`src/design/pf2d_pkg.sv`:
```
// ----------------------------------------------------------------------------
// pf2d_pkg: shared types and codes for the two-cost Pareto front filter
// Holds the operation codes, the payload layouts of the input and result
// words, and the command/status bundles between controller and datapath.
// ----------------------------------------------------------------------------
package pf2d_pkg;

    // Fixed widths of the external payload fields.
    localparam int OP_BITS    = 2;
    localparam int PT_BITS    = 32;
    localparam int CNT_BITS   = 7;

    // Operation codes carried in the input word.
    localparam logic [OP_BITS-1:0] OP_QUERY  = 2'd0;
    localparam logic [OP_BITS-1:0] OP_INSERT = 2'd1;
    localparam logic [OP_BITS-1:0] OP_CLEAR  = 2'd2;

    // One input word.
    typedef struct packed {
        logic [OP_BITS-1:0] operation;
        logic [PT_BITS-1:0] point_time;
        logic [PT_BITS-1:0] point_length;
    } t_pf2d_in;

    // One result word.
    typedef struct packed {
        logic                dominated;
        logic                inserted;
        logic [CNT_BITS-1:0] removed_count;
        logic [CNT_BITS-1:0] entry_count;
        logic                overflow;
    } t_pf2d_out;

    // Commands from the controller to the datapath.
    typedef struct packed {
        logic load;
        logic scan;
        logic commit;
    } t_pf2d_cmd;

    // Status from the datapath to the controller.
    typedef struct packed {
        logic scan_done;
    } t_pf2d_sts;

endpackage

```
`src/design/pf2d_in_if.sv`:
```
// ----------------------------------------------------------------------------
// pf2d_in_if: input channel of the Pareto front filter
// Valid/ready channel that moves one input word per handshake.
// ----------------------------------------------------------------------------
interface pf2d_in_if;
    import pf2d_pkg::*;

    logic     valid;
    logic     ready;
    t_pf2d_in data;

    modport source (output valid, output data, input ready);
    modport sink   (input valid, input data, output ready);
endinterface

```
`src/design/pf2d_out_if.sv`:
```
// ----------------------------------------------------------------------------
// pf2d_out_if: result channel of the Pareto front filter
// Valid/ready channel that moves one result word per handshake.
// ----------------------------------------------------------------------------
interface pf2d_out_if;
    import pf2d_pkg::*;

    logic      valid;
    logic      ready;
    t_pf2d_out data;

    modport source (output valid, output data, input ready);
    modport sink   (input valid, input data, output ready);
endinterface

```
`src/design/pf2d_ram.sv`:
```
// ----------------------------------------------------------------------------
// pf2d_ram: generic simple dual-port RAM
// One write port and one read port; the read data is registered.
// ----------------------------------------------------------------------------
module pf2d_ram #(
    parameter int WIDTH = 64,
    parameter int DEPTH = 64
) (
    input  logic                             i_clk,
    input  logic                             i_we,
    input  logic [$clog2(DEPTH)-1:0]         i_waddr,
    input  logic [WIDTH-1:0]                 i_wdata,
    input  logic [$clog2(DEPTH)-1:0]         i_raddr,
    output logic [WIDTH-1:0]                 o_rdata
);

    logic [WIDTH-1:0] r_mem [DEPTH];
    logic [WIDTH-1:0] r_rdata;

    // Write port and registered read port.
    always_ff @(posedge i_clk) begin
        if (i_we) begin
            r_mem[i_waddr] <= i_wdata;
        end
        r_rdata <= r_mem[i_raddr];
    end

    assign o_rdata = r_rdata;

endmodule

```
`src/design/pf2d_ctrl.sv`:
```
// ----------------------------------------------------------------------------
// pf2d_ctrl: controller of the Pareto front filter
// Sequences one word at a time through load, scan and commit, and owns the
// valid flag of the result register.
// ----------------------------------------------------------------------------
module pf2d_ctrl (
    input  logic                  i_clk,
    input  logic                  i_rst_n,
    input  logic                  i_in_valid,
    output logic                  o_in_ready,
    output logic                  o_out_valid,
    input  logic                  i_out_ready,
    output pf2d_pkg::t_pf2d_cmd   o_cmd,
    input  pf2d_pkg::t_pf2d_sts   i_sts
);
    import pf2d_pkg::*;

    localparam logic [1:0] S_IDLE = 2'd0;
    localparam logic [1:0] S_SCAN = 2'd1;
    localparam logic [1:0] S_DONE = 2'd2;

    logic [1:0] r_state;
    logic [1:0] n_state;
    logic       r_out_valid;
    logic       n_out_valid;
    logic       out_free;

    // The result register can take a new word once the old one is gone.
    assign out_free   = !r_out_valid || i_out_ready;
    assign o_in_ready = (r_state == S_IDLE);

    // Commands to the datapath.
    always_comb begin
        o_cmd        = '0;
        o_cmd.load   = i_in_valid && (r_state == S_IDLE);
        o_cmd.scan   = (r_state == S_SCAN);
        o_cmd.commit = (r_state == S_DONE) && out_free;
    end

    // Next state.
    always_comb begin
        n_state = r_state;
        case (r_state)
            S_IDLE: begin
                if (o_cmd.load) begin
                    n_state = S_SCAN;
                end
            end
            S_SCAN: begin
                if (i_sts.scan_done) begin
                    n_state = S_DONE;
                end
            end
            S_DONE: begin
                if (o_cmd.commit) begin
                    n_state = S_IDLE;
                end
            end
            default: n_state = S_IDLE;
        endcase
    end

    // Result valid flag: set on commit, cleared once the word is taken.
    always_comb begin
        n_out_valid = r_out_valid;
        if (o_cmd.commit) begin
            n_out_valid = 1'b1;
        end else if (i_out_ready) begin
            n_out_valid = 1'b0;
        end
    end

    always_ff @(posedge i_clk) begin
        if (!i_rst_n) begin
            r_state     <= S_IDLE;
            r_out_valid <= 1'b0;
        end else begin
            r_state     <= n_state;
            r_out_valid <= n_out_valid;
        end
    end

    assign o_out_valid = r_out_valid;

    // A finished word waits in the done state while the result register is held.
    a_done_holds: assert property (@(posedge i_clk) disable iff (!i_rst_n)
        (r_state == S_DONE && r_out_valid && !i_out_ready) |=> (r_state == S_DONE))
        else $error("done state left while the result register was full");

    // A commit always leaves a valid word in the result register.
    a_commit_valid: assert property (@(posedge i_clk) disable iff (!i_rst_n)
        o_cmd.commit |=> o_out_valid)
        else $error("commit did not present a result word");

endmodule

```
`src/design/pf2d_dp.sv`:
```
// ----------------------------------------------------------------------------
// pf2d_dp: datapath of the Pareto front filter
// Holds the front packed at the low addresses of a RAM and sweeps it once per
// query or insert: it checks dominance and compacts away the points that an
// insert dominates, appending it at commit if undominated and room remains.
// ----------------------------------------------------------------------------
module pf2d_dp #(
    parameter int FRONT_DEPTH = 64,
    parameter int COST_BITS   = 32
) (
    input  logic                  i_clk,
    input  logic                  i_rst_n,
    input  pf2d_pkg::t_pf2d_in    i_data,
    output pf2d_pkg::t_pf2d_out   o_data,
    input  pf2d_pkg::t_pf2d_cmd   i_cmd,
    output pf2d_pkg::t_pf2d_sts   o_sts
);
    import pf2d_pkg::*;

    localparam int AW = $clog2(FRONT_DEPTH);
    localparam int CW = $clog2(FRONT_DEPTH + 1);
    localparam logic [CW-1:0] FULL = CW'(FRONT_DEPTH);

    logic [OP_BITS-1:0]     r_op;
    logic [COST_BITS-1:0]   r_t;
    logic [COST_BITS-1:0]   r_l;
    logic [CW-1:0]          r_rd;
    logic [CW-1:0]          r_wr;
    logic [CW-1:0]          r_drop;
    logic [CW-1:0]          r_count;
    logic [CW-1:0]          n_count;
    logic                   r_dv;
    logic                   r_dom;
    t_pf2d_out              r_res;
    t_pf2d_out              n_res;

    logic                   is_insert;
    logic                   needs_scan;
    logic                   issue;
    logic [2*COST_BITS-1:0] rdata;
    logic [COST_BITS-1:0]   e_t;
    logic [COST_BITS-1:0]   e_l;
    logic                   hit;
    logic                   drop;
    logic                   keep_wr;
    logic                   do_ins;
    logic                   ovf;
    logic                   ram_we;
    logic [2*COST_BITS-1:0] ram_wdata;

    assign is_insert  = (r_op == OP_INSERT);
    assign needs_scan = (r_op == OP_QUERY) || is_insert;

    // Sweep: one read issued per cycle, compared in the cycle after.
    assign issue = i_cmd.scan && needs_scan && (r_rd != r_count);
    assign e_t   = rdata[2*COST_BITS-1:COST_BITS];
    assign e_l   = rdata[COST_BITS-1:0];
    assign hit   = r_dv && (e_t <= r_t) && (e_l <= r_l);
    // A stored point equal to the new one dominates it, so it is kept.
    assign drop  = r_dv && is_insert && !hit && (r_t <= e_t) && (r_l <= e_l);

    // Points that survive an insert are moved down to close the gaps.
    assign keep_wr = r_dv && is_insert && !drop;

    assign o_sts.scan_done = !needs_scan || ((r_rd == r_count) && !r_dv);

    // Commit decisions for an insert.
    assign ovf    = is_insert && !r_dom && (r_wr == FULL);
    assign do_ins = is_insert && !r_dom && (r_wr != FULL);

    assign ram_we    = keep_wr || (i_cmd.commit && do_ins);
    assign ram_wdata = keep_wr ? rdata : {r_t, r_l};

    pf2d_ram #(
        .WIDTH (2 * COST_BITS),
        .DEPTH (FRONT_DEPTH)
    ) u_ram (
        .i_clk   (i_clk),
        .i_we    (ram_we),
        .i_waddr (r_wr[AW-1:0]),
        .i_wdata (ram_wdata),
        .i_raddr (r_rd[AW-1:0]),
        .o_rdata (rdata)
    );

    // Point count after the word, and the result word.
    always_comb begin
        n_count = r_count;
        if (r_op == OP_CLEAR) begin
            n_count = '0;
        end else if (do_ins) begin
            n_count = r_wr + CW'(1);
        end
        n_res               = '0;
        n_res.dominated     = needs_scan && r_dom;
        n_res.inserted      = do_ins;
        n_res.removed_count = do_ins ? CNT_BITS'(r_drop) : '0;
        n_res.entry_count   = CNT_BITS'(n_count);
        n_res.overflow      = ovf;
    end

    // Control state: count and the read pipeline flag.
    always_ff @(posedge i_clk) begin
        if (!i_rst_n) begin
            r_count <= '0;
            r_dv    <= 1'b0;
        end else begin
            if (i_cmd.commit) begin
                r_count <= n_count;
            end
            r_dv <= issue;
        end
    end

    // Word registers and sweep counters.
    always_ff @(posedge i_clk) begin
        if (i_cmd.load) begin
            r_op   <= i_data.operation;
            r_t    <= COST_BITS'(i_data.point_time);
            r_l    <= COST_BITS'(i_data.point_length);
            r_rd   <= '0;
            r_wr   <= '0;
            r_drop <= '0;
            r_dom  <= 1'b0;
        end else begin
            if (issue) begin
                r_rd <= r_rd + CW'(1);
            end
            if (keep_wr) begin
                r_wr <= r_wr + CW'(1);
            end
            if (drop) begin
                r_drop <= r_drop + CW'(1);
            end
            if (hit) begin
                r_dom <= 1'b1;
            end
        end
        if (i_cmd.commit) begin
            r_res <= n_res;
        end
    end

    assign o_data = r_res;

    // The front never holds more points than the RAM has entries.
    a_count_bound: assert property (@(posedge i_clk) disable iff (!i_rst_n)
        r_count <= FULL)
        else $error("point count beyond the front depth");

    // Compaction only writes at or below the entry whose data is being compared.
    a_compact_below: assert property (@(posedge i_clk) disable iff (!i_rst_n)
        keep_wr |-> (r_wr < r_rd))
        else $error("compaction write overtook the read sweep");

    // An accepted insert grows the front by one over the survivors.
    a_insert_count: assert property (@(posedge i_clk) disable iff (!i_rst_n)
        (i_cmd.commit && do_ins) |=> (r_count == $past(r_wr) + CW'(1)))
        else $error("point count wrong after an insert");

endmodule

```
`src/design/pareto_front_2d_filter.sv`:
```
// ----------------------------------------------------------------------------
// pareto_front_2d_filter: bounded two-cost Pareto front
// Answers dominance queries, inserts points while dropping those they
// dominate, and clears the front; one result word per input word.
//
//   Channel   Direction   Word
//   i_in      sink        operation, point_time, point_length
//   o_out     source      dominated, inserted, removed_count, entry_count,
//                         overflow
//
// A query or insert sweeps the front once through the single read port of its
// RAM, one point per cycle; a clear, an unused code or an empty front reads no
// point. One word is in work at a time; the next word is accepted in the
// cycle after the previous result is loaded, even while that result still
// waits. A held result delays the commit of the next result. Reset empties
// the front at once.
// ----------------------------------------------------------------------------
module pareto_front_2d_filter #(
    parameter int FRONT_DEPTH = 64,
    parameter int COST_BITS   = 32
) (
    input  logic            i_clk,
    input  logic            i_rst_n,
    pf2d_in_if.sink         i_in,
    pf2d_out_if.source      o_out
);
    import pf2d_pkg::*;

    t_pf2d_cmd cmd;
    t_pf2d_sts sts;

    // Sequencing of load, sweep and commit.
    pf2d_ctrl u_ctrl (
        .i_clk       (i_clk),
        .i_rst_n     (i_rst_n),
        .i_in_valid  (i_in.valid),
        .o_in_ready  (i_in.ready),
        .o_out_valid (o_out.valid),
        .i_out_ready (o_out.ready),
        .o_cmd       (cmd),
        .i_sts       (sts)
    );

    // Front storage, compare logic and result register.
    pf2d_dp #(
        .FRONT_DEPTH (FRONT_DEPTH),
        .COST_BITS   (COST_BITS)
    ) u_dp (
        .i_clk   (i_clk),
        .i_rst_n (i_rst_n),
        .i_data  (i_in.data),
        .o_data  (o_out.data),
        .i_cmd   (cmd),
        .o_sts   (sts)
    );

endmodule
```
`src/flat_wrapper.sv`:
```
// flat-port wrapper written by rule: the top's interface ports become plain ports
module pareto_front_2d_filter_flat import pf2d_pkg::*;
#(
    parameter int FRONT_DEPTH = 64,
    parameter int COST_BITS   = 32
)
  (i_clk, i_rst_n, i_in_valid, i_in_data, i_in_ready, o_out_valid, o_out_data, o_out_ready);
  pf2d_in_if i_in_i ();
  pf2d_out_if o_out_i ();
  input  logic i_clk;
  input  logic i_rst_n;
  input wire logic [$bits(i_in_i.valid)-1:0] i_in_valid;
  input wire logic [$bits(i_in_i.data)-1:0] i_in_data;
  output wire logic [$bits(i_in_i.ready)-1:0] i_in_ready;
  output wire logic [$bits(o_out_i.valid)-1:0] o_out_valid;
  output wire logic [$bits(o_out_i.data)-1:0] o_out_data;
  input wire logic [$bits(o_out_i.ready)-1:0] o_out_ready;
  assign i_in_i.valid = i_in_valid;
  assign i_in_i.data = i_in_data;
  assign i_in_ready = i_in_i.ready;
  assign o_out_valid = o_out_i.valid;
  assign o_out_data = o_out_i.data;
  assign o_out_i.ready = o_out_ready;
  pareto_front_2d_filter #(.FRONT_DEPTH(FRONT_DEPTH), .COST_BITS(COST_BITS)) u_core (.i_clk(i_clk), .i_rst_n(i_rst_n), .i_in(i_in_i), .o_out(o_out_i));
endmodule
```
`config.mk`:
```
export PLATFORM = sky130hd
export DESIGN_NAME = pareto_front_2d_filter_flat
export DESIGN_NICKNAME = d
export VERILOG_FILES = /design/src/design/pf2d_pkg.sv /design/src/design/pf2d_in_if.sv /design/src/design/pf2d_out_if.sv /design/src/design/pf2d_ram.sv /design/src/design/pf2d_ctrl.sv /design/src/design/pf2d_dp.sv /design/src/design/pareto_front_2d_filter.sv /design/src/flat_wrapper.sv
export SDC_FILE = /design/constraint.sdc
export NUM_CORES = 2
export LEC_CHECK = 0
export BUFFER_PORTS_ARGS = -buffer_cell sky130_fd_sc_hd__buf_4
export CAP_MARGIN = 20
export CORE_MARGIN = 10
export CORE_UTILIZATION = 50
export DETAILED_ROUTE_END_ITERATION = 8
export PLACE_DENSITY = 0.73
export SKIP_CTS_REPAIR_TIMING = 1
export SYNTH_ARGS = -nofsm -noshare
export SYNTH_HDL_FRONTEND = slang
export SYNTH_SLANG_ARGS = --single-unit
```
`constraint.sdc`:
```
create_clock -name i_clk -period 17.3 [get_ports i_clk]
set_clock_uncertainty 0.15 [all_clocks]
set_input_delay 0.865 -clock i_clk [delete_from_list [all_inputs] [get_ports i_clk]]
set_output_delay 0.865 -clock i_clk [all_outputs]
set_load 0.01 [all_outputs]
```
; ---- Word level (Yosys, flattened, before mapping)
; Memory sizes are Yosys's and may differ from the RTL's. A register that Yosys moved wholly into a read port is not among the register bits.
; Index checks and enable logic that the tools add are counted.
[word_totals]
mem_bits_rw = 4096
reg_bits = 116
word_cells = 77
in_bits = 70
n_memories = 1
[memory_table]
columns = name, depth, width, read_ports, rd_clocked_by_memory_dff, wr, line_no
row1 = u_core.u_dp.u_ram.r_mem, 64, 64, 1, 1, 1, pf2d_ram.sv:17  ; logic [WIDTH-1:0] r_mem [DEPTH];
[classes]
magnitude_cmp = 4
mux = 11
addsub = 3
n_reduce_logical = 31
eq_ne = 11
[ops]
columns = operator, n
row1 = less-or-equal comparator 32 bit, 4
row2 = 2-to-1 mux 64 bit, 1
row3 = adder 7 x 1 -> 7 bit (second input constant), 3
row4 = logical AND 1 bit, 17
row5 = 2-to-1 mux 7 bit, 2
row6 = == test 7 bit, 1
row7 = == test 7 bit (second input constant), 1
row8 = inequality test 7 bit, 1
row9 = inequality test 7 bit (second input constant), 1
row10 = logical NOT 1 bit, 6
row11 = 2-to-1 mux 2 bit, 3
row12 = one-hot mux 2 bit (3 select lines), 1
row13 = == test 2 x 1 -> 1 bit (second input constant), 2
row14 = == test 2 bit (second input constant), 2
row15 = logical NOT 2 bit, 2
row16 = logical OR 1 bit, 4
row17 = 2-to-1 mux 1 bit, 4
row18 = inequality test 2 x 1 -> 1 bit (second input constant), 2
row19 = AND reduction 3 bit, 1
row20 = inequality test 2 bit (second input constant), 1
row21 = nonzero test 2 bit, 1

; ---- Logic depth before layout (Yosys ltp)
[logic_depth]
word_depth = 12
mapped_depth = 11
ltp_nobuf = 9

; ---- By module
; Synthesis repeated with hierarchy kept, for this count alone.
[unflattened]
cells_unflattened = 7204
hier_area_um2 = 163156.5
[by_module_without_submodules]
columns = mod, seq_area_each_um2, cells_each, area_each_um2, n_inst
row1 = pf2d_ram, 124279.2, 6598, 156348.7, 1
row2 = pf2d_dp, 3093.0, 589, 6651.4, 1
row3 = pf2d_ctrl, 60.1, 17, 156.4, 1

; ---- Least setup slack after synthesis
; OpenSTA, ideal clock, no wires.
[synth_path]
path_type = input to register
from = input o_out_ready
to = memory u_core.u_dp.u_ram.r_mem[31][0], enable pin
cell_stages = 5
setup_time_ns = 0.829
path_buffers = 1
required_time_ns = 16.321
arrival_time_ns = 12.058
path_slack_ns = 4.263
cell_sequence = nand2b_1 > nor2b_1 > clkbuf_1 > nand2_1 > a2111oi_0
[synth_lines]
columns = item, line_no
row1 = from (decl), flat_wrapper.sv:17  ; input wire logic [$bits(o_out_i.ready)-1:0] o_out_ready;
row2 = to (decl), pf2d_ram.sv:17

; ---- Worst setup path after layout
[layout_path]
from = register u_core.u_dp.r_l[30]
to = memory u_core.u_dp.u_ram.r_mem[54][40], enable pin
[layout_between]
elab_chain_cells = 11
elab_cells_between_ends = 12
[layout_lines]
columns = item, line_no
row1 = from (decl), pf2d_dp.sv:26  ; logic [COST_BITS-1:0] r_l;
row2 = from (signal assigned), pf2d_dp.sv:120  ; r_l <= COST_BITS'(i_data.point_length);
row3 = less-or-equal comparator 32 bit, pf2d_dp.sv:58  ; assign hit = r_dv && (e_t <= r_t) && (e_l <= r_l);
row4 = logical AND 1 bit, pf2d_dp.sv:58
row5 = logical NOT 1 bit, pf2d_dp.sv:60  ; assign drop = r_dv && is_insert && !hit && (r_t <= e_t) && (r_l <= e_l);
row6 = logical AND 1 bit (2 in series), pf2d_dp.sv:60
row7 = logical AND 1 bit *, pf2d_dp.sv:60
row8 = logical NOT 1 bit *, pf2d_dp.sv:63  ; assign keep_wr = r_dv && is_insert && !drop;
row9 = logical AND 1 bit *, pf2d_dp.sv:63
row10 = logical OR 1 bit *, pf2d_dp.sv:71  ; assign ram_we = keep_wr || (i_cmd.commit && do_ins);
row11 = 2-to-1 mux 1 bit *, pf2d_ram.sv:22  ; if (i_we) begin
row12 = 2-to-1 mux 1 bit (not written as such) *, pf2d_ram.sv:23  ; r_mem[i_waddr] <= i_wdata;
; Every way passes the cells marked *; elsewhere a longest branch is shown, timed or not.

==> flow_metrics.py <==
metrics = {
    "worst_setup_path": {
        "critPathKind": "reg2reg",
        "crit_arrival_ns": 7.15,
        "cp_cell_sequence": "ha_1 -> nand4_1 -> nor4_2 -> nand3_1 -> nand3_1 -> o21a_1 -> o21ai_4 -> buf_12 -> a21oi_4 -> buf_4 -> buf_4",
        "rrSetupSlack_ns": 10.52,
        "crit_path_top_delay_cell": "a21oi_4",
        "required_ns": 17.67,
        "end_kind": "flip-flop",
        "critPathBufInv": 3,
        "crit_family": "simple AND/OR/NAND/NOR gates",
        "reg2reg_from": "u_core.u_dp.r_l[30]",
        "crit_fanout": 79,
        "crit_path_start_kind": "flip-flop",
        "worst_r2r_endpoint": "u_core.u_dp.u_ram.r_mem[54][40]",
        "r2r_cells": 11,
        "max_stage_delay_ns": 1.01,
    },
    "synthesis": {
        "synth.distinct_cells": 49,
        "postSynth.asyncResetShare_pct": 0,
        "ys_seq_area_share_pct": 78.0,
        "ys.flop_type": "edfxtp_1",
        "syn_area_per_cell_um2": 24.8,
        "ys_seq_elements": 4276,
        "syn_inst": 6585,
        "synth-edff-count": 4179,
        "syn_nets": 6723,
        "syn_area_um2": 163000,
        "ys_warn_count": 0,
    },
    "route": {
        "drtAntennaViolNets": 0,
        "drt_iter0_drc": 12484,
        "vias": 77609,
        "route.detailed.drc": 0,
        "wl_um": 426000,
        "vias_per_cell": 6.64,
        "dr.pass1.iters": 7,
        "wl_per_cell_um": 36.4,
    },
    "finish": {
        "drive_above_1_share_pct": 32.8,
        "finalNetCount": 7164,
        "fin_util_pct": 57.0,
        "syn_to_final_growth_pct": 13.4,
    },
    "run_status": {
        "status": "finished clean",
    },
    "clock_tree": {
        "cts_buffer_depth": 4,
        "cts_max_level": 5,
        "clk_pin_slew_ns": 0.06,
        "clk_latency_ns": 0.97,
        "cts_sinks": 4276,
        "cts_tree": "yes",
        "ctsRootBufferMaster": "clkbuf_16",
        "cts_buffers": 408,
    },
    "power_and_ir_drop": {
        "p_per_area_nw_per_um2": 112,
        "leakage_nw": 55.6,
        "vdd_drop_max_uv": 92.8,
    },
    "die": {
        "core_um2": 325000,
        "fp-row-count": 209,
        "io_pins": 89,
        "die_x_um": 592,
        "dieArea_um2": 350000,
        "die_h_um": 592,
        "initial_core_util_pct": 50.3,
    },
    "worst_hold_path": {
        "min_path_cells": 1,
        "hp-class": "in2reg",
        "min_from": "i_in_data[0]",
        "worstHoldEndpoint": "u_core.u_dp.r_l[0]",
    },
    "global_route": {
        "grt_pass1_wl_um": 599000,
        "grt_max_degree": 146,
        "grt-ovfl-total": 0,
        "antenna_found_initial": 27,
        "grt_pass1_vias": 77761,
        "track_usage_pct": 23.9,
    },
    "timing": {
        "relSlewSlack_pct": 18.5,
        "setup_violations": 0,
        "slew_violations": 0,
        "min_period_ns": 6.78,
        "worst_pin_slew_ns": 1.22,
        "fin_crit_sh_pct": 39.2,
        "fmax_ghz": 0.148,
        "tns_ns": 0,
        "worst_slack_ns": 10.52,
        "rsz0062_at_grt": "false",
        "finalHoldViolations": 0,
    },
    "placed_design": {
        "gp_congestion": 0.801,
        "hpwl_um": 223000,
        "portBuffers": 88,
        "dp_slack_ns": 10.77,
    },
    "run": {
        "maxCapViolCount": 0,
    },
}
## final cells by class
type | count | area, um^2
flip-flops and latches | 4276 | 127000
clock buffers | 501 | 10700
clock inverters | 246 | 2630
fillers | 22244 | 140000
multi-input cells | 1897 | 34900
repair buffers | 374 | 3850
well taps | 4325 | 5410
inverters | 69 | 264
diodes | 4 | 10.0
## through the flow
stage | cell area, um^2 | hold WS (ns) | instances | total power [mW]
5_1_grt | 185000 | 0.0000701 | 11689 | 21.3
3_3_place_gp | 170000 | 0.313 | 10841 | 12.0
6_report | 185000 | 0.0232 | 11692 | 20.8
2_1_floorplan | 163000 | 0.291 | 6585 | 11.8
4_1_cts | 184000 | -0.0961 | 11597 | 20.8
3_5_place_dp | 170000 | 0.330 | 10850 | 12.0
## logic make-up (layout without fill, tap and decap cells)
family / Yosys count / after routing / synth area share (%)
adders and majority gates: 68 / 68 / 0.521
DFF: 4276 / 4276 / 78.0
buffers and inverters: 412 / 1190 / 1.06
muxes: 1426 / 1426 / 19.1
and+or+nand+nor: 240 / 240 / 0.704
AOI/OAI and AO/OA: 147 / 147 / 0.519
other: 0 / 4 / 0
xor gates and xnor gates: 16 / 16 / 0.0858
## synth_stat cells (all sizes together), types with 3 or more instances
cell / n / area, um^2
xor2: 10 / 87.6
buf: 148 / 747
nor2b: 11 / 68.8
mux2: 66 / 743
ha: 68 / 851
edfxtp: 4179 / 125000
nor3: 9 / 45.0
nand4: 22 / 138
nand3: 11 / 55.1
o21ai: 19 / 98.9
nor2: 31 / 116
a21oi: 95 / 475
and2: 14 / 87.6
dfxtp: 97 / 1940
nand2: 106 / 398
and3: 7 / 43.8
a2111oi: 3 / 26.3
mux4: 1344 / 30300
nand2b: 13 / 81.3
clkbuf: 195 / 732
nor3b: 4 / 30.0
inv: 69 / 259
nor4: 5 / 31.3
a211oi: 11 / 87.6
mux2i: 16 / 160
o211ai: 3 / 22.5
xnor2: 6 / 52.6
## worst max-delay path by stage
| stage | from | end | depth (start not counted) |
|---|---|---|---|
| after global placement | u_core.u_dp.r_t[13] | u_core.u_dp.u_ram.r_mem[63][31] | 9 |
| after detailed placement | u_core.u_dp.r_l[30] | u_core.u_dp.u_ram.r_mem[54][51] | 11 |
| after floorplan | o_out_ready | u_core.u_dp.u_ram.r_mem[31][0] | 5 |
| after global routing | u_core.u_dp.r_l[30] | u_core.u_dp.u_ram.r_mem[54][40] | 11 |
| after CTS | u_core.u_dp.r_l[30] | u_core.u_dp.u_ram.r_mem[54][35] | 11 |
| final | u_core.u_dp.r_l[30] | u_core.u_dp.u_ram.r_mem[54][40] | 11 |
## sequential cells by signal, indices dropped and copies added, names as in the netlist, 2 cells and up
| name | flops |
|---|---|
| u_core.u_dp.u_ram.r_mem | 4096 |
| u_core.u_dp.u_ram.o_rdata | 64 |
| u_core.u_dp.r_l | 32 |
| u_core.u_dp.r_t | 32 |
| u_core.u_dp.o_data | 17 |
| u_core.u_dp.r_count | 7 |
| u_core.u_dp.r_drop | 7 |
| u_core.u_dp.r_rd | 7 |
| u_core.u_dp.r_wr | 7 |
| u_core.u_ctrl.r_state | 2 |
| u_core.u_dp.r_op | 2 |
## routing by layer
| metal | vias up | GRT usage, % | wire length [um] |
|---|---|---|---|
| met4 | 20 | 7.71 | 15800 |
| met2 | 5691 | 37.6 | 203000 |
| li1 | 29396 | - | - |
| met1 | 41663 | 33.2 | 154000 |
| met3 | 839 | 6.09 | 52900 |
| met5 | - | 0 | 143 |
## worst register-to-register path: cells and delay by family, from the launching register on
family	cells	cell delay (ns)
adders and majority gates	1	0.35
and+or+nand+nor	4	2.10
buffers and inverters	3	1.71
AOI/OAI and AO/OA	3	1.66
DFF	1	0.42
## layout by cell type, fill, tap and decap left out, types with 5 or more instances in the layout
master,Yosys,layout
nand2_1,106,105
buf_12,0,61
clkinv_1,0,83
nand3_1,11,11
clkbuf_1,195,84
and3_1,7,7
dfxtp_1,97,91
ha_1,68,68
nand4_1,22,22
mux2i_1,16,16
nor2_1,31,31
nor3_2,0,5
buf_16,0,10
clkinv_8,0,7
o21ai_0,18,17
mux4_2,1344,1344
nand2b_1,13,13
xor2_1,10,10
nor2b_1,11,10
dfxtp_4,0,6
clkbuf_8,0,5
clkinv_2,0,71
mux2_2,66,66
inv_1,69,68
bufinv_16,0,48
a211oi_1,10,10
inv_6,0,10
edfxtp_1,4179,4179
a21oi_1,95,32
and2_1,14,14
clkbuf_16,0,412
buf_4,2,268
xnor2_1,6,6
dlygate4sd3_1,0,34
clkinvlp_4,0,19
a21oi_4,0,63
## report_power, final
| group | leakage [nW] | internal [mW] | total, mW | switching, mW |
|---|---|---|---|---|
| logic | 10.7 | 0.120 | 0.409 | 0.289 |
| registers | 38.4 | 11.4 | 11.4 | 0.0102 |
| clock network | 6.47 | 5.12 | 8.95 | 3.83 |
| total | 55.6 | 16.7 | 20.8 | 4.12 |
Note: power is estimated with default switching activity, not from simulation.
